===== config.mk =====
export PLATFORM = sky130hd
export DESIGN_NAME = gbc_lane
export DESIGN_NICKNAME = d
export VERILOG_FILES = /design/src/design/gbc_pkg.sv /design/src/design/gbc_lane.sv
export SDC_FILE = /design/constraint.sdc
export NUM_CORES = 1
export LEC_CHECK = 0
export ABC_CLOCK_PERIOD_IN_PS = 5470
export BUFFER_PORTS_ARGS = -buffer_cell sky130_fd_sc_hd__buf_2
export CORE_MARGIN = 3
export CORE_UTILIZATION = 50
export DETAILED_ROUTE_END_ITERATION = 7
export GPL_TIMING_DRIVEN = 0
export MAX_ROUTING_LAYER = met4
export PLACE_DENSITY_LB_ADDON = 0.12
export SETUP_SLACK_MARGIN = 0.2
export SLEW_MARGIN = 20
export SYNTH_ARGS = -nofsm -noshare
export SYNTH_HDL_FRONTEND = slang
export SYNTH_SLANG_ARGS = --single-unit

===== constraint.sdc =====
create_clock -name clk -period 5.47 [get_ports clk]
set_input_delay 1.094 -clock clk [delete_from_list [all_inputs] [get_ports clk]]
set_output_delay 1.094 -clock clk [all_outputs]
set_load 0.1 [all_outputs]

===== src/design/gbc_pkg.sv =====
package gbc_pkg;

	// Field and register widths
	localparam int RATE_W   = 16;
	localparam int OFS_W    = 15;
	localparam int LIM_W    = 8;
	localparam int TIME_W   = 32;
	localparam int NUM_AXES = 3;

	// Averaging window
	localparam int SAMPLE_COUNT = 2000;
	localparam int CNT_W        = $clog2(SAMPLE_COUNT + 1);

	// Accumulator and divider widths
	localparam int SUM_W       = 28;
	localparam int MAG_W       = SUM_W - 1;
	localparam int RECIP_SHIFT = MAG_W;
	localparam int RECIP       = (2 ** RECIP_SHIFT) / SAMPLE_COUNT;
	localparam int RECIP_W     = $clog2(RECIP + 1);
	localparam int Q_W         = $clog2((2 ** MAG_W) / SAMPLE_COUNT + 1);
	localparam int PROD_W      = MAG_W + RECIP_W;
	localparam int QD_W        = Q_W + CNT_W;

	// Output queue
	localparam int FIFO_DEPTH = 8;
	localparam int FIFO_AW    = $clog2(FIFO_DEPTH);
	localparam int FIFO_CW    = $clog2(FIFO_DEPTH + 1);
	localparam int FLY_W      = 3;

	// Configuration port
	localparam int CFG_IDX_W  = 2;
	localparam int CFG_DATA_W = 32;

	typedef enum logic [CFG_IDX_W-1:0] {
		REG_MAX_OFFSET,
		REG_OUTLIER_LIMIT,
		REG_TIMEOUT_MS
	} reg_idx_t;

	typedef enum logic [1:0] {
		ST_RUNNING,
		ST_READY,
		ST_RANGE,
		ST_TIMEOUT
	} status_t;

	typedef struct packed {
		logic clr;
		logic add;
	} lane_ctl_t;

	typedef struct packed {
		logic                     bad;
		logic signed [RATE_W-1:0] avg;
	} lane_res_t;

	typedef struct packed {
		status_t                  status;
		logic signed [RATE_W-1:0] bias_p;
		logic signed [RATE_W-1:0] bias_q;
		logic signed [RATE_W-1:0] bias_r;
	} res_t;

endpackage


===== src/design/gbc_lane.sv =====
module gbc_lane import gbc_pkg::*; (
	input  logic                     clk,
	input  logic                     arst_n,
	input  logic signed [RATE_W-1:0] rate,
	input  logic [OFS_W-1:0]         max_offset,
	input  lane_ctl_t                ctl,
	output logic                     over,
	output lane_res_t                res
);

	logic signed [RATE_W:0]  rate_x;
	logic [RATE_W:0]         rate_mag;
	logic signed [SUM_W-1:0] sum_q;
	logic signed [SUM_W-1:0] sum_nxt;
	logic [SUM_W-1:0]        sum_abs;
	logic [PROD_W-1:0]       prod;
	logic [MAG_W-1:0]        rem;

	logic [MAG_W-1:0] mag_s1, mag_s2, mag_s3;
	logic             neg_s1, neg_s2, neg_s3, neg_s4;
	logic [Q_W-1:0]   q0_s2, q0_s3, q_s4;
	logic [QD_W-1:0]  qd_s3;

	// magnitude test; -32768 gives 32768 and is always over
	assign rate_x   = {rate[RATE_W-1], rate};
	assign rate_mag = rate[RATE_W-1] ? unsigned'(-rate_x) : unsigned'(rate_x);
	assign over     = rate_mag > {2'b00, max_offset};

	always_comb begin
		if (ctl.clr) begin
			sum_nxt = '0;
		end else if (ctl.add) begin
			sum_nxt = sum_q + SUM_W'(rate);
		end else begin
			sum_nxt = sum_q;
		end
	end

	assign sum_abs = sum_nxt[SUM_W-1] ? unsigned'(-sum_nxt) : unsigned'(sum_nxt);

	always_ff @(posedge clk or negedge arst_n) begin
		if (!arst_n) begin
			sum_q <= '0;
		end else begin
			sum_q <= sum_nxt;
		end
	end

	// divide by reciprocal, then one compare-and-increment fix
	assign prod = PROD_W'(mag_s1) * PROD_W'(RECIP);
	assign rem  = mag_s3 - qd_s3[MAG_W-1:0];

	always_ff @(posedge clk) begin
		mag_s1 <= sum_abs[MAG_W-1:0];
		neg_s1 <= sum_nxt[SUM_W-1];

		q0_s2  <= prod[RECIP_SHIFT +: Q_W];
		mag_s2 <= mag_s1;
		neg_s2 <= neg_s1;

		qd_s3  <= QD_W'(q0_s2) * QD_W'(SAMPLE_COUNT);
		q0_s3  <= q0_s2;
		mag_s3 <= mag_s2;
		neg_s3 <= neg_s2;

		q_s4   <= (rem >= MAG_W'(SAMPLE_COUNT)) ? q0_s3 + Q_W'(1) : q0_s3;
		neg_s4 <= neg_s3;
	end

	assign res.bad = q_s4 > Q_W'(max_offset);
	assign res.avg = neg_s4 ? -signed'(q_s4[RATE_W-1:0]) : signed'(q_s4[RATE_W-1:0]);

endmodule


==> results_dict.tcl <==
set metrics [dict create \
    outcome "completed" \
    synth_edf_count 0 \
    synth.mux.area_fraction_pct 0.849 \
    synth_flop_cell "dfxtp_1" \
    rows 64 \
    synthXorXnorAreaFrac_pct 6.89 \
    grt_max_degree 29 \
    yosysTopAreaCell "ha_1" \
    syn_area_um2 15800 \
    drtAntennaViolNets 0 \
    area_growth_pct 11.0 \
    async_reset_ff_share_pct 15.8 \
    finalSetupViolCount 0 \
    die_y_um 184 \
    fin_crit_sh_pct 93.9 \
    synthesis.nets 2047 \
    crit_path_max_fanout 5 \
    clockRootBuffer "clkbuf_16" \
    max_freq_ghz 0.195 \
    wl_mm 34.8 \
    die_area_um2 33700 \
    grt.total_usage_pct 22.0 \
    skew_ps 13.8 \
    fin_crit_ps 5140 \
    viasPerCell 5.46 \
    avgSynthCellArea_um2 10.0 \
    clock_latency_ps 440 \
    dp_hpwl_mm 28.6 \
    num_io_pins 53 \
    yosys.area_share.simple_pct 9.93 \
    grt_pass1_vias 11400 \
    setup_tns_ps 0 \
    critical_path_buf_inv_count 2 \
    cts_hold_buffers 0 \
    critical_path_class "reg2reg" \
    synth_cell_types 85 \
    synth.ff_latch_count 177 \
    worst-path-stages 18 \
    rsz0062_at_grt "true" \
    end_kind "flop" \
    port_buffers 51 \
    fin_cells 2066 \
    drtIter0Drc 539 \
    synth-compound-area-share_pct 13.1 \
    final_max_slew_viol_count 0 \
    mostFrequentLayoutCell "ha_1" \
    cp_data_required_time_ps 5790 \
    crit_chain "fa_1, fa_1, inv_1, fa_1, fa_1, inv_1, ha_1, a21oi_2, o21bai_1, a21oi_2, o21bai_2, a211o_1, a2111oi_2, nor3_1, nand4_1, o21ai_0, o41a_1, xor2_1" \
    antenna_found_initial 0 \
    ys.warnings.count 0 \
    numCtsBuffers 17 \
    worstMarginPinSlew_ps 846 \
    place_inst 2022 \
    hold_viol_final 0 \
    synth.yosys.seq_area_share_pct 23.4 \
    hold_class "reg2reg" \
    initial_core_util_pct 51.2 \
    synth_cells 1575 \
    post-place-ws_ps -532 \
    clk_pin_slew_ps 80 \
    worstPathArrival_ps 5450 \
    gp_congestion 0.843 \
    clock-sinks 177 \
    via_count 11300 \
    drtPass1Iterations 5 \
    die_w_um 184 \
    synthTopCellsByArea "ha_1 25%, dfxtp_1 19%, fa_1 15%" \
    synth_top_family_by_area "adder cells" \
    fin_ws_ps 332 \
    nets 2129 \
    synth_top_area_share_pct 25.0 \
    grt.overflow.total 0 \
    final_cell_mix "303 x ha_1, 198 x inv_1, 128 x dfxtp_1" \
    final_util_pct 56.8 \
    num_antenna_cells 0 \
    clock_path_buffers 2 \
    hold-path-cell-count 0 \
    crit_path_frequent_cell "fa_1" \
    cts_tree "done" \
    core_area_um2 30800 \
    grt_pass1_wl_mm 57.6 \
    wl_per_cell_um 16.9 \
    htreeDepth 4 \
    critPathMaxStageDelay_ps 530 \
    max_cap_viol_count 0 \
    synth_fa_ha_area_share_pct 40.5 \
    drive_above_1_share_pct 10.8 \
    r2r_cells 18 \
    drc_errors 0 \
    critPathTopFamily "adder cells" \
    relSlewSlack_pct 42.7 \
    crit_path_start_kind "flop" \
    cp_slowest_cell "fa_1" \
]
-- stage by stage --
step | hold WS [ps] | instance area, um^2
5_1_grt | 329 | 17500
2_1_floorplan | 310 | 15800
4_1_cts | 320 | 17200
3_5_place_dp | 312 | 16500
6_report | 315 | 17500
3_3_place_gp | 311 | 16500
-- state kept, by name, summed over array words and instances (netlist names) --
register / count
mag_s1: 27
mag_s2: 23
mag_s3: 23
neg_s1: 1
neg_s2: 1
neg_s3: 1
neg_s4: 1
q0_s2: 17
q0_s3: 17
q_s4: 17
qd_s3: 21
sum_q: 28
-- cells in the mapped netlist, drive strengths merged, types with 9 or more instances --
library cell and instances:
nor2 67, dfrtp 28, xnor2 96, a21o 30, clkbuf 15, dfxtp 149
inv 202, xor2 28, nor3 27, o31ai 15, o21a 20, o21ai 68
nor2b 19, nand2 72, fa 122, nand3 26, and3 13, mux2i 11
nand4 24, a21oi 71, or4 9, or3 11, nand2b 15, a211oi 13
ha 315
-- final cells by class --
| type | count | area, um^2 |
|---|---|---|
| fillers | 2707 | 13300 |
| multi-input cells | 1176 | 11500 |
| flip-flops and latches | 177 | 3740 |
| inverters | 202 | 761 |
| well taps | 396 | 495 |
| clock buffers | 19 | 443 |
| repair buffers | 63 | 354 |
| clock inverters | 13 | 139 |
| plain buffers | 20 | 98.8 |
-- layer usage --
metal  wire, um  global-route usage, %  part of all wire [%]
met5          0                      -                     0
met4        614                   5.06                   1.8
met1      16800                   29.1                    48
met2      16300                   35.9                    47
met3       1110                   3.13                   3.2
-- kinds of logic (layout without fill, tap and decap cells) --
group / Yosys count / in the layout
AOI/OAI and AO/OA: 295 / 295
buffers and inverters: 222 / 317
muxes: 12 / 12
DFF: 177 / 177
and+or+nand+nor: 308 / 308
adders and majority gates: 437 / 437
xor gates and xnor gates: 124 / 124
-- worst paths after layout --
| check | from | slack, ps | endpoint |
|---|---|---|---|
| worst max-delay path | q0_s2[1]$_DFF_P_ | 330 | qd_s3[25]$_DFF_P_ |
| worst min-delay path | mag_s2[14]$_DFF_P_ | 310 | mag_s3[14]$_DFF_P_ |
| worst min register to register | mag_s2[14]$_DFF_P_ | 310 | mag_s3[14]$_DFF_P_ |
| worst max register to register | q0_s2[1]$_DFF_P_ | 330 | qd_s3[25]$_DFF_P_ |
| min in group asynchronous | arst_n | 680 | sum_q[18]$_DFF_PN0_ |
| max in group asynchronous | arst_n | 4320 | sum_q[0]$_DFF_PN0_ |
-- repair_timing --
action | 4_1_cts | 5_1_grt
buffers inserted | 2 | 10
pin swaps | 3 | 33
setup endpoints to repair | 15 | 9
gates resized for setup | 24 | 60
Power is not shown: default switching activity piles up to over one toggle a cycle in this logic, so the estimate is an artifact.
