`src/design/gbc_pkg.sv`:
```
package gbc_pkg;

	// Field and register widths
	localparam int RATE_W   = 16;
	localparam int OFS_W    = 15;
	localparam int LIM_W    = 8;
	localparam int TIME_W   = 32;
	localparam int NUM_AXES = 3;

	// Averaging window
	localparam int SAMPLE_COUNT = 2000;
	localparam int CNT_W        = $clog2(SAMPLE_COUNT + 1);

	// Accumulator and divider widths
	localparam int SUM_W       = 28;
	localparam int MAG_W       = SUM_W - 1;
	localparam int RECIP_SHIFT = MAG_W;
	localparam int RECIP       = (2 ** RECIP_SHIFT) / SAMPLE_COUNT;
	localparam int RECIP_W     = $clog2(RECIP + 1);
	localparam int Q_W         = $clog2((2 ** MAG_W) / SAMPLE_COUNT + 1);
	localparam int PROD_W      = MAG_W + RECIP_W;
	localparam int QD_W        = Q_W + CNT_W;

	// Output queue
	localparam int FIFO_DEPTH = 8;
	localparam int FIFO_AW    = $clog2(FIFO_DEPTH);
	localparam int FIFO_CW    = $clog2(FIFO_DEPTH + 1);
	localparam int FLY_W      = 3;

	// Configuration port
	localparam int CFG_IDX_W  = 2;
	localparam int CFG_DATA_W = 32;

	typedef enum logic [CFG_IDX_W-1:0] {
		REG_MAX_OFFSET,
		REG_OUTLIER_LIMIT,
		REG_TIMEOUT_MS
	} reg_idx_t;

	typedef enum logic [1:0] {
		ST_RUNNING,
		ST_READY,
		ST_RANGE,
		ST_TIMEOUT
	} status_t;

	typedef struct packed {
		logic clr;
		logic add;
	} lane_ctl_t;

	typedef struct packed {
		logic                     bad;
		logic signed [RATE_W-1:0] avg;
	} lane_res_t;

	typedef struct packed {
		status_t                  status;
		logic signed [RATE_W-1:0] bias_p;
		logic signed [RATE_W-1:0] bias_q;
		logic signed [RATE_W-1:0] bias_r;
	} res_t;

endpackage

```
`src/design/gbc_fifo.sv`:
```
module gbc_fifo import gbc_pkg::*; (
	input  logic               clk,
	input  logic               arst_n,
	input  logic               wr_en,
	input  res_t               wr_data,
	input  logic               rd_en,
	output res_t               rd_data,
	output logic               not_empty,
	output logic [FIFO_CW-1:0] count
);

	res_t               mem_q [FIFO_DEPTH];
	logic [FIFO_AW-1:0] wr_ptr_q;
	logic [FIFO_AW-1:0] rd_ptr_q;
	logic [FIFO_CW-1:0] count_q;

	always_ff @(posedge clk) begin
		if (wr_en) begin
			mem_q[wr_ptr_q] <= wr_data;
		end
	end

	always_ff @(posedge clk or negedge arst_n) begin
		if (!arst_n) begin
			wr_ptr_q <= '0;
			rd_ptr_q <= '0;
			count_q  <= '0;
		end else begin
			if (wr_en) begin
				wr_ptr_q <= wr_ptr_q + FIFO_AW'(1);
			end
			if (rd_en) begin
				rd_ptr_q <= rd_ptr_q + FIFO_AW'(1);
			end
			count_q <= count_q + FIFO_CW'(wr_en) - FIFO_CW'(rd_en);
		end
	end

	assign rd_data   = mem_q[rd_ptr_q];
	assign not_empty = count_q != '0;
	assign count     = count_q;

endmodule

```
`config.mk`:
```
export PLATFORM = sky130hd
export DESIGN_NAME = gbc_fifo
export DESIGN_NICKNAME = d
export VERILOG_FILES = /design/src/design/gbc_pkg.sv /design/src/design/gbc_fifo.sv
export SDC_FILE = /design/constraint.sdc
export NUM_CORES = 1
export LEC_CHECK = 0
export BUFFER_PORTS_ARGS = -buffer_cell sky130_fd_sc_hd__clkbuf_2
export CAP_MARGIN = 10
export CORE_MARGIN = 1.5
export CORE_UTILIZATION = 51
export DETAILED_ROUTE_END_ITERATION = 8
export PLACE_DENSITY = 0.69
export SLEW_MARGIN = 20
export SYNTH_ARGS = -nofsm -noshare
export SYNTH_HDL_FRONTEND = slang
export SYNTH_SLANG_ARGS = --single-unit
```
`constraint.sdc`:
```
create_clock -name clk -period 7.75 [get_ports clk]
set_clock_uncertainty 0.2 [all_clocks]
set_input_delay 0.775 -clock clk [delete_from_list [all_inputs] [get_ports clk]]
set_output_delay 0.775 -clock clk [all_outputs]
set_load 0.02 [all_outputs]
```
==> reports/metrics.yaml, run 1 <==
die_area_um2: 32100
irDropWorstVdd_mv: 0.245
worst_slew_pin_slew_ns: 0.993
p_comb_frac: 0.292
clock-sinks: 410
ys_types: 22
fin_crit_sh: 0.521
critPathKind: "flop to output port"
ff2ff_setup_slack_ns: 5.06
yosysWarnings: 0
post_cts_buffers: 0
p_int_mw: 4.91
relSlewSlack: 0.336
drc: 0
slew_violations: 0
dp_slack_ns: 3.68
num-fill-cells: 2100
rows: 64
swShare: 0.295
start_util: 0.518
fin_tns_setup_ns: 0
syn-instance-count: 630
avgSynthCellArea_um2: 25.2
ys_seq_area_frac: 0.774
core-area_um2: 30600
leakage_nw: 6.21
cts_tree: "built"
wl_um: 28800
crit_fanout: 42
status: "completed"
p_total_mw: 6.96
clkPwrFrac: 0.279
net-switching-power_mw: 2.05
synth_seq_cells: 410
syn_nets: 692
fmax_mhz: 248
arrival_ns: 3.06
root_buffer: "clkbuf_16"
routedWlPerCell_um: 24.1
cts_resized: 0
track_usage: 0.186
synth_area_um2: 15900
grt_antenna_before_repair: 3
htreeDepth: 2
synth_area_leader_cell: "edfxtp_1"
fp.dieH_um: 179
dr.pass1.iters: 4
clk_pin_slew_ns: 0.06
antenna_left: 0
placed_area_um2: 16800
grt_max_degree: 62
seq_power_share: 0.429
postCtsHoldBufs: 1
die_w_um: 179
hpwlAfterDp_um: 15700
critPathLaunchType: "flop"
numCtsBuffers: 41
insertion_delay_ns: 0.52
netlist_top_cells_area: "edfxtp_1 (76%), mux4_1 (11%), mux4_2 (4.5%)"
cts_buffer_depth: 3
viasPerCell: 5.68
setup_viol: 0
power.density_nw_per_um2: 382
grt_pass1_wl_um: 42900
cap_violations: 0
worstHoldPathType: "primary input to flop"
port-buffer-count: 108
end_kind: "output port"
grt_overflow: 0
netlist.area_leader.share: 0.758
final_area_um2: 18200
nNetsFinal: 830
gp_congestion: 0.664
first_global_vias: 7186
drtIter0Drc: 663
drive_above_1_share: 0.343
rsz0062_at_grt: "false"
num_vias: 6791
cp_data_required_time_ns: 6.78
pin_count: 109
setup_ws_ns: 3.71
final-hold-violation-count: 0
area_growth_pct: 14.9
timing.final.crit_period_ns: 4.04
-- worst max-delay path, cell delays in order (launching register included) --
cell      delay (ns)
dfrtp_4         0.70
buf_4           0.68
mux4_1          0.65
mux2_2          0.30
clkbuf_2        0.16
-- metrics by stage --
stage	hold slack, ns	utilization	instances
final	0.310	0.595	1195
after global routing	0.313	0.595	1193
after CTS	0.296	0.594	1192
after detailed placement	0.346	0.550	1119
after global placement	0.334	0.550	1119
after floorplan	0.279	-	630
-- power by group through the flow --
| stage | Sequential [mW] | Combinational (mW) | Clock, mW |
|---|---|---|---|
| CTS | 3.04 | 2.01 | 1.98 |
| floorplan | 2.92 | 1.58 | 0 |
| global route | 3.02 | 2.18 | 2.08 |
| detailed placement | 3.09 | 2.01 | 0 |
| global placement | 3.06 | 1.97 | 0 |
| finish | 2.98 | 2.03 | 1.94 |
-- final timing paths --
kind                           endpoint  cells after the start        start
setup / recovery            rd_data[38]                      4  rd_ptr_q[0]
hold / removal              rd_ptr_q[0]                      2        rd_en
setup reg to reg           mem_q[1][20]                      3  wr_ptr_q[1]
hold reg to reg             wr_ptr_q[1]                      1  wr_ptr_q[1]
max in group asynchronous   rd_ptr_q[1]                      2       arst_n
min in group asynchronous      count[1]                      2       arst_n
-- cell usage in the layout (no fill, tap or decap), drive strengths merged, types with 2 or more instances in the layout --
cell type / instances
dfrtp: 10
clkbuf: 159
mux2: 52
edfxtp: 400
bufinv: 5
ha: 7
buf: 14
clkinv: 14
xor2: 3
inv: 9
diode: 2
mux4: 100
nand2: 4
nor3: 2
nor2: 6
nand2b: 3
xnor2: 3
-- cell families (layout without fill, tap and decap cells) --
kind of cell	Yosys count	count (layout)	synth area share
DFF	410	410	0.774
muxes	152	152	0.195
buffers and inverters	36	203	0.0159
and+or+nand+nor	16	16	0.00450
adders and majority gates	8	8	0.00679
xor gates and xnor gates	6	6	0.00332
AOI/OAI and AO/OA	2	2	0.000789
other	0	2	0
-- cell usage after synthesis (all sizes together) --
library cell  instances
inv                   8
ha                    7
nand3                 1
mux2                 52
nand2b                3
nand2                 4
nor2                  6
buf                  24
dfrtp                10
mux4                100
xor2                  3
edfxtp              400
nor3                  2
clkbuf                4
xnor2                 3
a21o                  1
fa                    1
a21oi                 1
-- final cells by class --
cell class	count	area, um2	share of cell area
Clock buffer	51	1120	0.0613
Sequential cell	410	12300	0.674
Inverter	8	30.0	0.00165
Multi-Input combinational cell	184	3390	0.186
Clock inverter	21	225	0.0124
Timing Repair Buffer	123	676	0.0371
Antenna cell	2	5.00	0.000275
Tap cell	396	495	0.0272
-- flip-flops by register name, summed over array words and instances (netlist names) --
register and flops:
count 4, mem_q 400, rd_ptr_q 3, wr_ptr_q 3
-- per-layer routing --
metal  up-vias  GRT usage  part of all wire
met2       188      0.306              0.50
met1      3529      0.255              0.42
met5         -          0           0.00045
li1       3027          -                 -
met3        45     0.0394             0.065
met4         2     0.0503             0.017
No activity file was read; power rests on OpenSTA's default activity.
==> inputs of run 2 (changes only) <==
- PLACE_DENSITY: 0.69 -> 0.72
- clock period: 7.75 -> 3.4 ns (I/O delays scaled with it)
==> reports/metrics.yaml, run 2 (synthesis results as in run 1) <==
numCtsBuffers: 40  # -2.4%
dp_slack_ns: 0.533  # -3.15 ns
rsz0062_at_grt: "false"
placed_area_um2: 17000  # +1.1%
grt_overflow: 0  # unchanged
hold_slack_ns: 0.0114  # -0.299 ns
fin_util: 0.614  # +0.0192
worst_slew_pin_slew_ns: 0.629  # -0.364 ns
gp_congestion: 0.711  # +7.0%
irDropWorstVdd_mv: 0.506  # +110%
p_int_mw: 11.1  # +130%
fin_tns_setup_ns: 0  # unchanged
clk_pin_slew_ns: 0.06  # about the same
largest_register: "mem_q"
swShare: 0.302  # +0.00683
viasPerCell: 5.63  # -0.94%
htreeDepth: 2  # unchanged
ff2ff_setup_slack_ns: 1.27  # -3.79 ns
insertion_delay_ns: 0.52  # about the same
slew_violations: 0  # unchanged
track_usage: 0.187  # +0.00157
cts_buffer_depth: 3  # unchanged
fp.dieH_um: 179  # unchanged
drive_above_1_share: 0.329  # -0.0131
rr_startpoint: "wr_ptr_q[1]"
grt_max_degree: 51  # -18%
p_comb_frac: 0.316  # +0.024
seq_power_share: 0.424  # -0.005
start_util: 0.518  # unchanged
drc: 0  # unchanged
layout_common_cells: "edfxtp_1 (400), clkbuf_2 (108), mux4_1 (68)"
crit_fanout: 18  # -57%
net-switching-power_mw: 4.78  # +130%
first_global_vias: 7510  # +4.5%
timing.final.crit_period_ns: 3.11
p_total_mw: 15.8  # +130%
pin_count: 109  # unchanged
setup_viol: 0  # unchanged
cts_tree: "built"
rows: 64  # unchanged
num_antenna_cells: 0  # -2
final-hold-violation-count: 0  # unchanged
seq_area_um2: 12300  # unchanged
nNetsFinal: 891  # +7.3%
leakage_nw: 6.46  # +4.0%
num_vias: 7065  # +4.0%
final_cells: 1255  # +5.0%
final_area_um2: 18800  # +3.2%
critPathLaunchType: "flop"
die_area_um2: 32100  # unchanged
clkPwrFrac: 0.260  # -0.019
drtIter0Drc: 498  # -25%
power.density_nw_per_um2: 843  # +120%
fin_crit_sh: 0.915
largest_reg_flops: 400  # unchanged
cp_data_required_time_ns: 2.86  # -3.92 ns
hpwlAfterDp_um: 15900  # +1.5%
routedWlPerCell_um: 23.2  # -3.7%
core-area_um2: 30600  # unchanged
dr.pass1.iters: 5  # +1
cap_violations: 0  # unchanged
area_growth_pct: 18.6
end_kind: "output port"
relSlewSlack: 0.580  # +0.244
die_w_um: 179  # unchanged
reg2reg_to: "mem_q[4][38]"
status: "completed"
post-place-cells: 1129  # +0.89%
setup_ws_ns: 0.288  # -3.43 ns
root_buffer: "clkbuf_16"
critPathKind: "flop to output port"
ff2ff_path_depth: 3  # unchanged
grt_pass1_wl_um: 43600  # +1.6%
final_common_cell: "edfxtp_1"
antenna_left: 0  # unchanged
multi_input_area_um2: 3400  # +0.37%
port-buffer-count: 108  # unchanged
fmax_mhz: 321
worstHoldPathType: "primary input to asynchronous set/reset pin"
num-fill-cells: 2069  # -1.5%
clock-sinks: 410  # unchanged
cts_resized: 0  # unchanged
wl_um: 29100  # +1.1%
arrival_ns: 2.57  # -0.49 ns
grt_antenna_before_repair: 0  # -3
[run 2: worst max path at each step]
stage | from | to | slack, ns | cells past startpoint
after global routing | rd_ptr_q[0] | rd_data[10] | 0.19 | 4
after detailed placement | rd_ptr_q[0] | rd_data[15] | 0.53 | 4
after CTS | rd_ptr_q[0] | rd_data[15] | 0.22 | 4
after floorplan | wr_ptr_q[2] | mem_q[1][0] | 0.02 | 2
final | rd_ptr_q[0] | rd_data[15] | 0.29 | 4
after global placement | rd_ptr_q[0] | rd_data[15] | 0.59 | 4
[run 2: repair_timing]
| item | in CTS | in global routing |
|---|---|---|
| hold endpoints to repair | 417 | 0 |
| hold buffers | 53 | 0 |
| buffers inserted | 1 | 0 |
| endpoints found under the setup margin | 2 | 0 |
[run 2: area by class of cell]
cell class | instances | share of cell area
clock buffer | 57 | 0.0604
clock inverter | 15 | 0.00513
inverter | 8 | 0.00160
multi-input combinational | 184 | 0.181
sequential | 410 | 0.653
tap | 396 | 0.0264
timing repair buffer | 185 | 0.0726
[run 2: power groups by stage]
stage | Clock, mW | Combinational [mW] | Sequential [mW]
CTS | 4.21 | 5.12 | 6.74
detailed placement | 0 | 4.96 | 6.89
finish | 4.12 | 5.01 | 6.72
global route | 4.40 | 5.36 | 6.79
floorplan | 0 | 3.61 | 6.65
global placement | 0 | 4.86 | 6.82
[run 2: metal layers]
metal  vias up  share of wire  global-route usage
met4         0          0.019              0.0517
met2       155           0.52               0.324
met5         -              0                   0
met3        37          0.043              0.0310
li1       3145              -                   -
met1      3728           0.42               0.248
[run 2: worst max-delay path, stage by stage, from the launching register on]
cell and delay [ns]:
dfrtp_4 0.66, buf_4 0.34, mux4_1 0.59, mux2_2 0.30
clkbuf_2 0.16
