===== src/design/gbc_pkg.sv =====
package gbc_pkg;

	// Field and register widths
	localparam int RATE_W   = 16;
	localparam int OFS_W    = 15;
	localparam int LIM_W    = 8;
	localparam int TIME_W   = 32;
	localparam int NUM_AXES = 3;

	// Averaging window
	localparam int SAMPLE_COUNT = 2000;
	localparam int CNT_W        = $clog2(SAMPLE_COUNT + 1);

	// Accumulator and divider widths
	localparam int SUM_W       = 28;
	localparam int MAG_W       = SUM_W - 1;
	localparam int RECIP_SHIFT = MAG_W;
	localparam int RECIP       = (2 ** RECIP_SHIFT) / SAMPLE_COUNT;
	localparam int RECIP_W     = $clog2(RECIP + 1);
	localparam int Q_W         = $clog2((2 ** MAG_W) / SAMPLE_COUNT + 1);
	localparam int PROD_W      = MAG_W + RECIP_W;
	localparam int QD_W        = Q_W + CNT_W;

	// Output queue
	localparam int FIFO_DEPTH = 8;
	localparam int FIFO_AW    = $clog2(FIFO_DEPTH);
	localparam int FIFO_CW    = $clog2(FIFO_DEPTH + 1);
	localparam int FLY_W      = 3;

	// Configuration port
	localparam int CFG_IDX_W  = 2;
	localparam int CFG_DATA_W = 32;

	typedef enum logic [CFG_IDX_W-1:0] {
		REG_MAX_OFFSET,
		REG_OUTLIER_LIMIT,
		REG_TIMEOUT_MS
	} reg_idx_t;

	typedef enum logic [1:0] {
		ST_RUNNING,
		ST_READY,
		ST_RANGE,
		ST_TIMEOUT
	} status_t;

	typedef struct packed {
		logic clr;
		logic add;
	} lane_ctl_t;

	typedef struct packed {
		logic                     bad;
		logic signed [RATE_W-1:0] avg;
	} lane_res_t;

	typedef struct packed {
		status_t                  status;
		logic signed [RATE_W-1:0] bias_p;
		logic signed [RATE_W-1:0] bias_q;
		logic signed [RATE_W-1:0] bias_r;
	} res_t;

endpackage


===== src/design/gbc_ctrl.sv =====
module gbc_ctrl import gbc_pkg::*; (
	input  logic                  clk,
	input  logic                  arst_n,
	input  logic                  acc,
	input  logic [TIME_W-1:0]     time_ms,
	input  logic [TIME_W-1:0]     timeout_ms,
	input  logic [LIM_W-1:0]      outlier_limit,
	input  logic [NUM_AXES-1:0]   over,
	input  lane_res_t             lane_res [NUM_AXES],
	output lane_ctl_t             ctl,
	output logic                  wr_en,
	output res_t                  wr_data,
	output logic [FLY_W-1:0]      inflight
);

	logic [CNT_W-1:0] quiet_count_q;
	logic [CNT_W-1:0] count_nxt;
	logic [LIM_W-1:0] outlier_run_q;
	logic [LIM_W-1:0] run_inc;
	logic             running;
	logic             outlier;
	logic             bad;

	logic v_s1, v_s2, v_s3, v_s4;
	logic done_s1, done_s2, done_s3, done_s4;
	logic tmo_s1, tmo_s2, tmo_s3, tmo_s4;

	assign running = quiet_count_q != CNT_W'(SAMPLE_COUNT);
	assign outlier = |over;
	assign run_inc = (outlier_run_q == '1) ? outlier_run_q : outlier_run_q + LIM_W'(1);

	assign ctl.clr = acc && running && outlier && (run_inc > outlier_limit);
	assign ctl.add = acc && running && !outlier;

	always_comb begin
		if (ctl.clr) begin
			count_nxt = '0;
		end else if (ctl.add) begin
			count_nxt = quiet_count_q + CNT_W'(1);
		end else begin
			count_nxt = quiet_count_q;
		end
	end

	always_ff @(posedge clk or negedge arst_n) begin
		if (!arst_n) begin
			quiet_count_q <= '0;
			outlier_run_q <= '0;
			v_s1          <= 1'b0;
			v_s2          <= 1'b0;
			v_s3          <= 1'b0;
			v_s4          <= 1'b0;
		end else begin
			quiet_count_q <= count_nxt;
			if (acc && running) begin
				outlier_run_q <= outlier ? run_inc : '0;
			end
			v_s1 <= acc;
			v_s2 <= v_s1;
			v_s3 <= v_s2;
			v_s4 <= v_s3;
		end
	end

	always_ff @(posedge clk) begin
		done_s1 <= count_nxt == CNT_W'(SAMPLE_COUNT);
		tmo_s1  <= time_ms > timeout_ms;
		done_s2 <= done_s1;
		tmo_s2  <= tmo_s1;
		done_s3 <= done_s2;
		tmo_s3  <= tmo_s2;
		done_s4 <= done_s3;
		tmo_s4  <= tmo_s3;
	end

	assign inflight = FLY_W'(v_s1) + FLY_W'(v_s2) + FLY_W'(v_s3) + FLY_W'(v_s4);

	// merge: any axis out of range spoils the whole bias
	assign bad = lane_res[0].bad || lane_res[1].bad || lane_res[2].bad;

	always_comb begin
		wr_data.bias_p = '0;
		wr_data.bias_q = '0;
		wr_data.bias_r = '0;
		priority if (done_s4 && !bad) begin
			wr_data.status = ST_READY;
			wr_data.bias_p = lane_res[0].avg;
			wr_data.bias_q = lane_res[1].avg;
			wr_data.bias_r = lane_res[2].avg;
		end else if (done_s4) begin
			wr_data.status = ST_RANGE;
		end else if (tmo_s4) begin
			wr_data.status = ST_TIMEOUT;
		end else begin
			wr_data.status = ST_RUNNING;
		end
	end

	assign wr_en = v_s4;

endmodule


===== config.mk =====
export PLATFORM = sky130hd
export DESIGN_NAME = gbc_ctrl
export DESIGN_NICKNAME = d
export VERILOG_FILES = /design/src/design/gbc_pkg.sv /design/src/design/gbc_ctrl.sv
export SDC_FILE = /design/constraint.sdc
export NUM_CORES = 1
export LEC_CHECK = 0
export BUFFER_PORTS_ARGS = -buffer_cell sky130_fd_sc_hd__buf_2
export CAP_MARGIN = 25
export CELL_PAD_IN_SITES_DETAIL_PLACEMENT = 0
export CELL_PAD_IN_SITES_GLOBAL_PLACEMENT = 1
export CORE_MARGIN = 8
export CORE_UTILIZATION = 32
export DETAILED_ROUTE_END_ITERATION = 16
export PLACE_DENSITY_LB_ADDON = 0.1
export SLEW_MARGIN = 20
export SYNTH_ARGS = -nofsm -noshare
export SYNTH_HDL_FRONTEND = slang
export SYNTH_SLANG_ARGS = --single-unit

===== constraint.sdc =====
create_clock -name clk -period 4.8 [get_ports clk]
set_input_delay 0 -clock clk [delete_from_list [all_inputs] [get_ports clk]]
set_output_delay 0 -clock clk [all_outputs]
set_load 0.05 [all_outputs]

==> results of run 1 <==
layout make-up:
| type | instances | share of cell area [%] |
|---|---|---|
| multi-input cells | 258 | 47.6 |
| flip-flops and latches | 31 | 18.0 |
| inverters | 50 | 4.60 |
| clock buffers | 6 | 2.02 |
| clock inverters | 2 | 0.859 |
| well taps | 108 | 3.31 |
| repair buffers | 189 | 23.6 |
routing by layer:
metal  vias to the layer above  part of all wire (%)  GRT usage [%]
li1                       1569                     -              -
met2                       101                    52           26.0
met4                         0                   1.4           3.56
met3                        12                   7.4           4.65
met1                      1298                    40           15.0
met5                         -                     0              0
Yosys cell counts (all sizes together), types with 4 or more instances:
cell type / n / area (sq um)
nand3: 5 / 25.0
a21o: 7 / 53.8
xnor2: 9 / 78.8
nand2: 13 / 48.8
nor2: 22 / 82.6
ha: 45 / 563
a22o: 5 / 48.8
a21oi: 18 / 90.1
a211oi: 4 / 40.0
dfxtp: 8 / 160
o21ai: 10 / 50.1
nor3: 6 / 30.0
xor2: 5 / 43.8
clkbuf: 6 / 22.5
dfrtp: 23 / 576
nand4: 16 / 106
inv: 50 / 188
and2: 52 / 325
critical path, cell delays in order, from the launching register on:
cell      delay [ps]
dfrtp_1          450
ha_1             270
and2_1           190
nand4_1          340
nand4_1          280
xnor2_1          100
ha_1             290
o21ai_0           80
a21oi_1          150
o21bai_1          90
a211oi_2         370
buf_2            350
cells in the final DEF (no fill, tap or decap), types with 3 or more instances in the layout:
| master | count |
|---|---|
| a22o_2 | 4 |
| xor2_1 | 5 |
| nor2b_1 | 3 |
| xnor2_1 | 9 |
| a21o_1 | 6 |
| nand3_1 | 5 |
| nand4_1 | 15 |
| buf_2 | 185 |
| a21oi_1 | 18 |
| dfrtp_1 | 23 |
| inv_1 | 50 |
| nand2_1 | 13 |
| dfxtp_1 | 8 |
| nor2_1 | 22 |
| o211ai_1 | 3 |
| nor3_1 | 6 |
| clkbuf_8 | 6 |
| ha_1 | 45 |
| and2_1 | 52 |
| o21ai_0 | 10 |
how the worst max path moves through the flow:
| stage | startpoint | to | slack (ps) | cells past startpoint |
|---|---|---|---|---|
| after floorplan | outlier_run_q[0] | quiet_count_q[0] | 1990 | 11 |
| after global placement | outlier_run_q[0] | ctl[1] | 1420 | 10 |
| after detailed placement | outlier_run_q[0] | ctl[1] | 1310 | 11 |
| after CTS | outlier_run_q[0] | ctl[1] | 1000 | 11 |
| after global routing | outlier_run_q[0] | ctl[1] | 1310 | 11 |
| final | outlier_run_q[0] | ctl[1] | 1550 | 11 |
kinds of logic (layout without fill, tap and decap cells):
group,after synthesis,after routing
AO/OA/AOI/OAI,61,61
XOR/XNOR,14,14
adder cells (fa/ha/maj),46,46
buffers and inverters,58,247
flip-flops,31,31
multiplexers,2,2
AND/OR/NAND/NOR,135,135
repair_timing:
| item | 4_1_cts | 5_1_grt |
|---|---|---|
| hold buffers | 2 | 0 |
| gates resized for setup | 0 | 0 |
| endpoints found under the hold margin | 24 | 0 |
power groups by stage:
stage | clock network, mW | logic, mW | registers (mW)
after floorplan | 0 | 0.215 | 0.344
after detailed placement | 0 | 0.319 | 0.356
final | 0.264 | 0.319 | 0.353
after global placement | 0 | 0.311 | 0.354
after global routing | 0.284 | 0.363 | 0.359
after CTS | 0.274 | 0.323 | 0.351
==> results by group, run 1 <==
Layout
  • Nets: about 700
  • Area of the multi-input gates: roughly 2000 sq um
  • Reg area: ~740 sq um
  • P&R area growth vs syn: 41.0%
  • Regs by FF count: quiet_count_q (11), outlier_run_q (8)
  • Util after Layout: 46.6%
  • Share of layout cells above drive strength 1: 39.0%
  • Fillers: ~900
  • Post-route design area: between 4000 and 5000 sq um
  • Ant diodes: 0
  • Finished Layout Cells: roughly 640
  • Largest Register: quiet_count_q
  • Max reg flops: 11

Logic synthesis
  • Simple-gate portion of the synthesized area: between 20% and 30%
  • Post-synthesis sequential area ratio: 25.4%
  • Async SR Flop Fraction: between 70 and 80%
  • Post-Synthesis Cell Area: just under 3000 sq um
  • Post-synth EDFFs: 0
  • Main synth FF type: dfrtp_1
  • Post-Synth XOR/XNOR Area: between 4 and 5%
  • Syn_nets: roughly 520
  • Mapped Cells: 347
  • Synth cell types: between 50 and 60
  • Multiplexer share of the synthesized area: less than 1%
  • Largest family of logic cells by synthesized area: simple AND/OR/NAND/NOR gates
  • Compound-Gate Fraction of Synth Area: between 10 and 15%
  • Yosys warning count: 0
  • Seq cells post-synth: 31
  • Post-synthesis adder-cell area fraction: 20.2%
  • Synthesized area per cell: 8.34 sq um

Worst setup path
  • CP required: around 4800 ps
  • Worst r2r src: outlier_run_q[0]
  • R2r setup slk: about 1700 ps
  • R2R cell count: 12
  • CP startpoint kind: flip-flop
  • CP Capture Type: primary output
  • Max FO, Critical Path: 8
  • CP Class: flip-flop to primary output
  • Critical Path AT: 3250 ps
  • Worst reg2reg endpoint: done_s1

Placed design
  • DP HPWL: about 8000 um
  • Dpl cell area: ~3900 sq um
  • Placed Cells: 633
  • Pre-CTS WS: 1310 ps
  • Gpl congestion: 0.779
  • PortBufs: ~180

CTS
  • Clock slew at reported path FFs: 70 ps
  • Clock Sinks: 31
  • Clock root buffer: clkbuf_8
  • Post CTS Setup Buffer Count: 0
  • Num CTS Buffers: 5
  • CTS max path bufs: 2
  • CTS tree: yes
  • Worst-Skew Late Latency: 280 ps
  • H-Tree Depth: 2

STA
  • Max transition margin: between 30% and 40%
  • Setup Total Neg Slack: 0 ps
  • Final setup fails: 0
  • Final min period: about 3300 ps
  • Unrepaired setup endpoints after global routing: false
  • Ratio of final minimum period to clock period: roughly two thirds
  • Least-Margin Pin Slew: about 900 ps
  • Final hold viol count: 0
  • Layout Skew: between 5 and 6 ps
  • Fmax: between 300 and 400 MHz
  • Final WS setup: 1550 ps
  • Fin Hold WS: ~220 ps
  • Max Slew Vio Count: 0

Power
  • Power per cell area: 229 nW/um^2
  • Comb power frac: roughly 34%
  • Clk pwr share: between 20% and 30%
  • Worst vdd ir: 0.124 mV
  • Tot Pwr: ~0.94 mW
  • Reg power frac: approximately 38%
  • Psw: between 0.3 and 0.4 mW
  • Cell internal pwr: approximately 0.62 mW
  • Sw Share: roughly 34%
  • Leakage power: approximately 2.4 nW

Routing
  • DR iter-0 viols: about 110
  • DRC: 0
  • Avg WL per Cell: 14.2 um
  • Avg Vias per Cell: 4.63
  • Vias: between 2k and 3k
  • Detailed Route WL: approximately 9000 um
  • DRT antenna net count: 0
  • 1st-pass router iterations: 4

Global routing
  • GR Overflow Total: 0
  • Initial antenna violation count: 0
  • Vias in the first global route: approximately 3.0k
  • First-pass GRT wire length: about 15000 um
  • GRT Util Overall: 14.1%
  • Largest net degree at the start of global routing: 32

Die
  • Num rows: 34
  • Die height: ~110 um
  • Total Die Area: roughly 12000 sq um
  • Initial Util: around a third
  • Die Wd: between 100 and 150 um
  • Core box area: around 9000 sq um
  • IO Pins: approximately 190

Outcome
  • Status: finished, final reports clean

Worst hold path
  • Hold WC Path Type: input port to async pin

Flow run
  • Max Cap Viol: 0
Note: power is estimated with default switching activity, not from simulation.
==> inputs of run 2 (changes only) <==
- CORE_UTILIZATION: 32 -> 30
- clock period: 4.8 -> 3.2 ns (I/O delays scaled with it)
==> run 2 against run 1 <==
Sequential share of layout area down 0.27 points. Sequential cell count did not move. Clock power rose by 35%. Utilization down 3.1 points. Register-to-register slack lost 1200 ps. Clock skew up 7.9 ps. Highest routed layer unchanged. Largest cell class unchanged. Critical path depth up 1. Largest power group unchanged. Via count increased by 0.23%. Setup slack got worse by 1300 ps. First-iteration DRC count shrank 21%.
==> results by group, run 2 (synthesis results as in run 1) <==
Routing
  • DRT antenna net count: 0
  • 1st-pass router iterations: 4
  • DR iter-0 viols: 86
  • DRC: 0
  • Avg WL per Cell: between 10 and 15 um
  • Detailed Route WL: roughly 8700 um
  • Vias: around 3k
  • Avg Vias per Cell: 4.44

Global routing
  • Initial antenna violation count: 0
  • GR Overflow Total: 0
  • First-pass GRT wire length: approximately 14000 um
  • Largest net degree at the start of global routing: 30
  • GRT Util Overall: 12.9%
  • Vias in the first global route: between 3k and 4k

STA
  • Fin Hold WS: about 200 ps
  • Final min period: ~3000 ps
  • Max Slew Vio Count: 0
  • Least-Margin Pin Slew: ~700 ps
  • Final WS setup: around 220 ps
  • Max transition margin: about 51%
  • Ratio of final minimum period to clock period: between 90 and 100%
  • Setup Total Neg Slack: 0 ps
  • Final hold viol count: 0
  • Layout Skew: 13.5 ps
  • Unrepaired setup endpoints after global routing: false
  • Fmax: roughly 340 MHz
  • Final setup fails: 0

Layout
  • Area of the multi-input gates: 1950 sq um
  • Post-route design area: between 4000 and 5000 sq um
  • Nets: between 700 and 800
  • Reg area: around 740 sq um
  • Most frequent cells in the layout: buf_2, and2_1, inv_1
  • P&R area growth vs syn: 43.4%
  • Util after Layout: a little over two fifths
  • Regs by FF count: quiet_count_q (11), outlier_run_q (8)
  • Largest Register: quiet_count_q
  • Finished Layout Cells: about 670
  • Max reg flops: 11
  • Ant diodes: 0
  • Fillers: 1013
  • Most common cell after layout, fill and taps aside: buf_2
  • Share of layout cells above drive strength 1: approximately two fifths

Worst setup path
  • Slowest CP cell: dfrtp_2
  • Most used cell, CP: nand4_1
  • WP buf/inv: 3
  • Max FO, Critical Path: 13
  • CP Class: flip-flop to primary output
  • CP required: between 3000 and 4000 ps
  • Crit path cell chain: ha_2 -> and2_1 -> nand4_1 -> buf_4 -> nand4_1 -> xnor2_1 -> ha_1 -> nand4_1 -> o21bai_1 -> a211oi_2 -> buf_12 -> buf_4
  • CP Capture Type: primary output
  • Cell family with most CP delay: buffers and inverters
  • Critical Path AT: just under 3000 ps
  • Max incr delay on CP: 450 ps
  • R2r setup slk: about 510 ps
  • CP startpoint kind: flip-flop

CTS
  • Clock Sinks: 31
  • Worst-Skew Late Latency: roughly 290 ps
  • Num CTS Buffers: 5
  • CTS tree: yes
  • H-Tree Depth: 2
  • CTS max path bufs: 2
  • Clock root buffer: clkbuf_8
  • Clock slew at reported path FFs: ~80 ps

Power
  • Power per cell area: 329 nW/um^2
  • Worst vdd ir: 0.189 mV
  • Leakage power: 2.39 nW
  • Tot Pwr: 1.37 mW

Die
  • Die Wd: about 110 um
  • Core box area: 9550 sq um
  • Num rows: 36
  • Die height: 114 um
  • Initial Util: a little under a third
  • IO Pins: between 150 and 200
  • Total Die Area: between 10000 and 15000 sq um

Placed design
  • Pre-CTS WS: between 200 and 300 ps
  • Placed Cells: 660
  • DP HPWL: between 7000 and 8000 um
  • Gpl congestion: between 0.7 and 0.8
  • PortBufs: ~180
  • Dpl cell area: ~4000 sq um

Worst hold path
  • Hold WC Path Type: input port to flip-flop

Outcome
  • Status: finished, final reports clean

Flow run
  • Max Cap Viol: 0
[run 2: area by class of cell]
class                           instances  share of cell area, %
Tap cell                              133                   4.01
Inverter                               50                   4.52
Clock buffer                            6                   2.26
Sequential cell                        31                   17.8
Timing Repair Buffer                  192                   24.1
Clock inverter                          2                  0.332
Multi-Input combinational cell        258                   47.0
[run 2: tightest hold or removal path, cell delays in order]
cell,delay (ps)
buf_2,100
nor3_1,80
o21ai_0,150
nand2_1,50
o21ai_0,70
[run 2: repair_timing]
action / CTS / global route
hold buffers: 2 / 0
cloned: 0 / 0
resized for setup: 0 / 5
setup endpoints to repair: 1 / 1
pin swaps: 1 / 1
endpoints found under the hold margin: 24 / 0
buffers inserted: 1 / 1
[run 2: where the power goes]
group / internal (mW) / switching [mW]
registers: 0.450 / 0.0772
clock network: 0.200 / 0.156
logic: 0.234 / 0.247
[run 2: worst paths after layout]
check                                 start               end  cells past startpoint
setup / recovery           outlier_run_q[0]            ctl[1]                     12
hold / removal                      over[2]  outlier_run_q[0]                      5
setup reg to reg           outlier_run_q[0]           done_s1                     13
hold reg to reg                     done_s2           done_s3                      0
max in group asynchronous            arst_n  outlier_run_q[0]                      2
min in group asynchronous            arst_n  outlier_run_q[3]                      2
[run 2: per-layer routing]
metal  track usage [%]  share of wire (%)
met1              14.5                 40
met2              23.2                 51
met3              4.32                8.0
met4              2.66               0.27
met5                 0                  0
==> inputs of run 3 (changes only) <==
- CELL_PAD_IN_SITES_GLOBAL_PLACEMENT: 1 -> 2
- CORE_UTILIZATION: 30 -> 24
- clock period: 3.2 -> 3.65 ns (I/O delays scaled with it)
==> run 3 against run 2 <==
Power is 2.4% lower. Die area is 21% higher. Final cell count rose by 1.5%. Design area up 0.51%. Wire length rose by 6.9%. Utilization is 8.4 points lower. Critical endpoint unchanged.
==> results by group, run 3 (synthesis results as in run 1) <==
STA
  • Layout Skew: 5.76 ps
  • Final min period: approximately 3200 ps
  • Least-Margin Pin Slew: between 700 and 800 ps
  • Setup Total Neg Slack: 0 ps
  • Max Slew Vio Count: 0
  • Ratio of final minimum period to clock period: roughly nine tenths
  • Fin Hold WS: approximately 220 ps
  • Max transition margin: 46.7%
  • Final hold viol count: 0
  • Final setup fails: 0
  • Unrepaired setup endpoints after global routing: false
  • Fmax: ~310 MHz

Global routing
  • Vias in the first global route: 3039
  • Initial antenna violation count: 0
  • GRT Util Overall: 11.5%
  • GR Overflow Total: 0
  • Largest net degree at the start of global routing: approximately 50
  • First-pass GRT wire length: about 15000 um

Power
  • Worst vdd ir: 0.191 mV
  • Comb power frac: around a third
  • Cell internal pwr: 0.888 mW
  • Clk pwr share: about a third
  • Psw: 0.444 mW
  • Reg power frac: 34.8%
  • Leakage power: roughly 2.4 nW
  • Sw Share: 33.3%
  • Tot Pwr: 1.33 mW
  • Power per cell area: 319 nW/um^2

Layout
  • Ant diodes: 0
  • Nets: 709
  • Max reg flops: 11
  • Most frequent cells in the layout: buf_2, and2_1, inv_1
  • Most common cell after layout, fill and taps aside: buf_2
  • Largest Register: quiet_count_q
  • Share of layout cells above drive strength 1: between 30 and 40%
  • Regs by FF count: quiet_count_q (11), outlier_run_q (8)
  • P&R area growth vs syn: 44.2%

Die
  • IO Pins: ~190
  • Die height: between 100 and 150 um
  • Total Die Area: between 15000 and 20000 sq um
  • Initial Util: 24.3%
  • Core box area: about 12000 sq um
  • Num rows: 40
  • Die Wd: roughly 130 um

CTS
  • H-Tree Depth: 2
  • Clock Sinks: 31
  • Num CTS Buffers: 5
  • Worst-Skew Late Latency: between 200 and 300 ps
  • Clock root buffer: clkbuf_16
  • Post-CTS sizing: 0
  • CTS tree: yes
  • CTS max path bufs: 2
  • Clock slew at reported path FFs: ~50 ps

Worst setup path
  • Critical Path AT: between 3000 and 4000 ps
  • CP Capture Type: primary output
  • CP required: 3650 ps
  • Max FO, Critical Path: 13
  • CP startpoint kind: flip-flop
  • CP Class: flip-flop to primary output
  • R2r setup slk: ~670 ps

Routing
  • DR iter-0 viols: 110
  • Detailed Route WL: between 9000 and 10000 um
  • Avg WL per Cell: 13.6 um
  • 1st-pass router iterations: 4
  • DRT antenna net count: 0
  • Vias: roughly 3k
  • Avg Vias per Cell: between 4 and 5
  • DRC: 0

Placed design
  • DP HPWL: ~8000 um
  • PortBufs: ~180
  • Gpl congestion: between 0.7 and 0.8

Flow run
  • Max Cap Viol: 0

Outcome
  • Status: finished, final reports clean

Worst hold path
  • Hold WC Path Type: input port to flip-flop
-- run 3: path summary, 6_finish.rpt --
path,startpoint,endpoint,cells past startpoint
worst max-delay path,outlier_run_q[0],ctl[1],11
worst min-delay path,over[2],quiet_count_q[1],5
worst max register to register,outlier_run_q[0],done_s1,12
worst min register to register,tmo_s2,tmo_s3,0
max in group asynchronous,arst_n,quiet_count_q[4],2
min in group asynchronous,arst_n,outlier_run_q[7],2
-- run 3: what timing repair did --
| action | 4_1_cts | 5_1_grt |
|---|---|---|
| hold endpoints to repair | 24 | 0 |
| hold buffers | 2 | 0 |
| buffers inserted | 0 | 0 |
-- run 3: final cells by class --
class | count | area [sq um]
clock buffers | 6 | 150
clock inverters | 2 | 13.8
fillers | 1292 | 7740
inverters | 50 | 188
multi-input cells | 258 | 1940
flip-flops and latches | 31 | 736
well taps | 147 | 184
repair buffers | 188 | 956
-- run 3: critical path, stage by stage, from the launching register on --
cell and delay [ps]:
dfrtp_1 430, ha_1 260, and2_1 190, nand4_1 320
mux2_2 400, ha_1 290, nand2b_1 50, a21oi_1 120
o21bai_1 90, a211oi_2 230, buf_4 250, buf_2 300
-- run 3: stage by stage --
stage	cell area, sq um	cells	util, %	setup WS (ps)
finish	4170	682	35.0	437
global route	4170	682	35.0	164
CTS	4170	682	35.0	401
detailed placement	3990	672	33.5	695
global placement	3990	672	33.5	732
floorplan	2890	347	-	838
-- run 3: power groups by stage --
stage          combinational (mW)  clock (mW)  sequential [mW]
3_3_place_gp                0.421           0            0.470
3_5_place_dp                0.423           0            0.469
2_1_floorplan               0.283           0            0.452
4_1_cts                     0.427       0.464            0.462
6_report                    0.418       0.451            0.463
5_1_grt                     0.483       0.479            0.474
-- run 3: metal layers --
layer	vias up	track usage (%)	routed length [um]
li1	1570	-	-
met1	1319	13.4	4080
met2	117	19.5	4290
met3	8	4.64	787
met4	0	2.12	102
met5	-	0	0
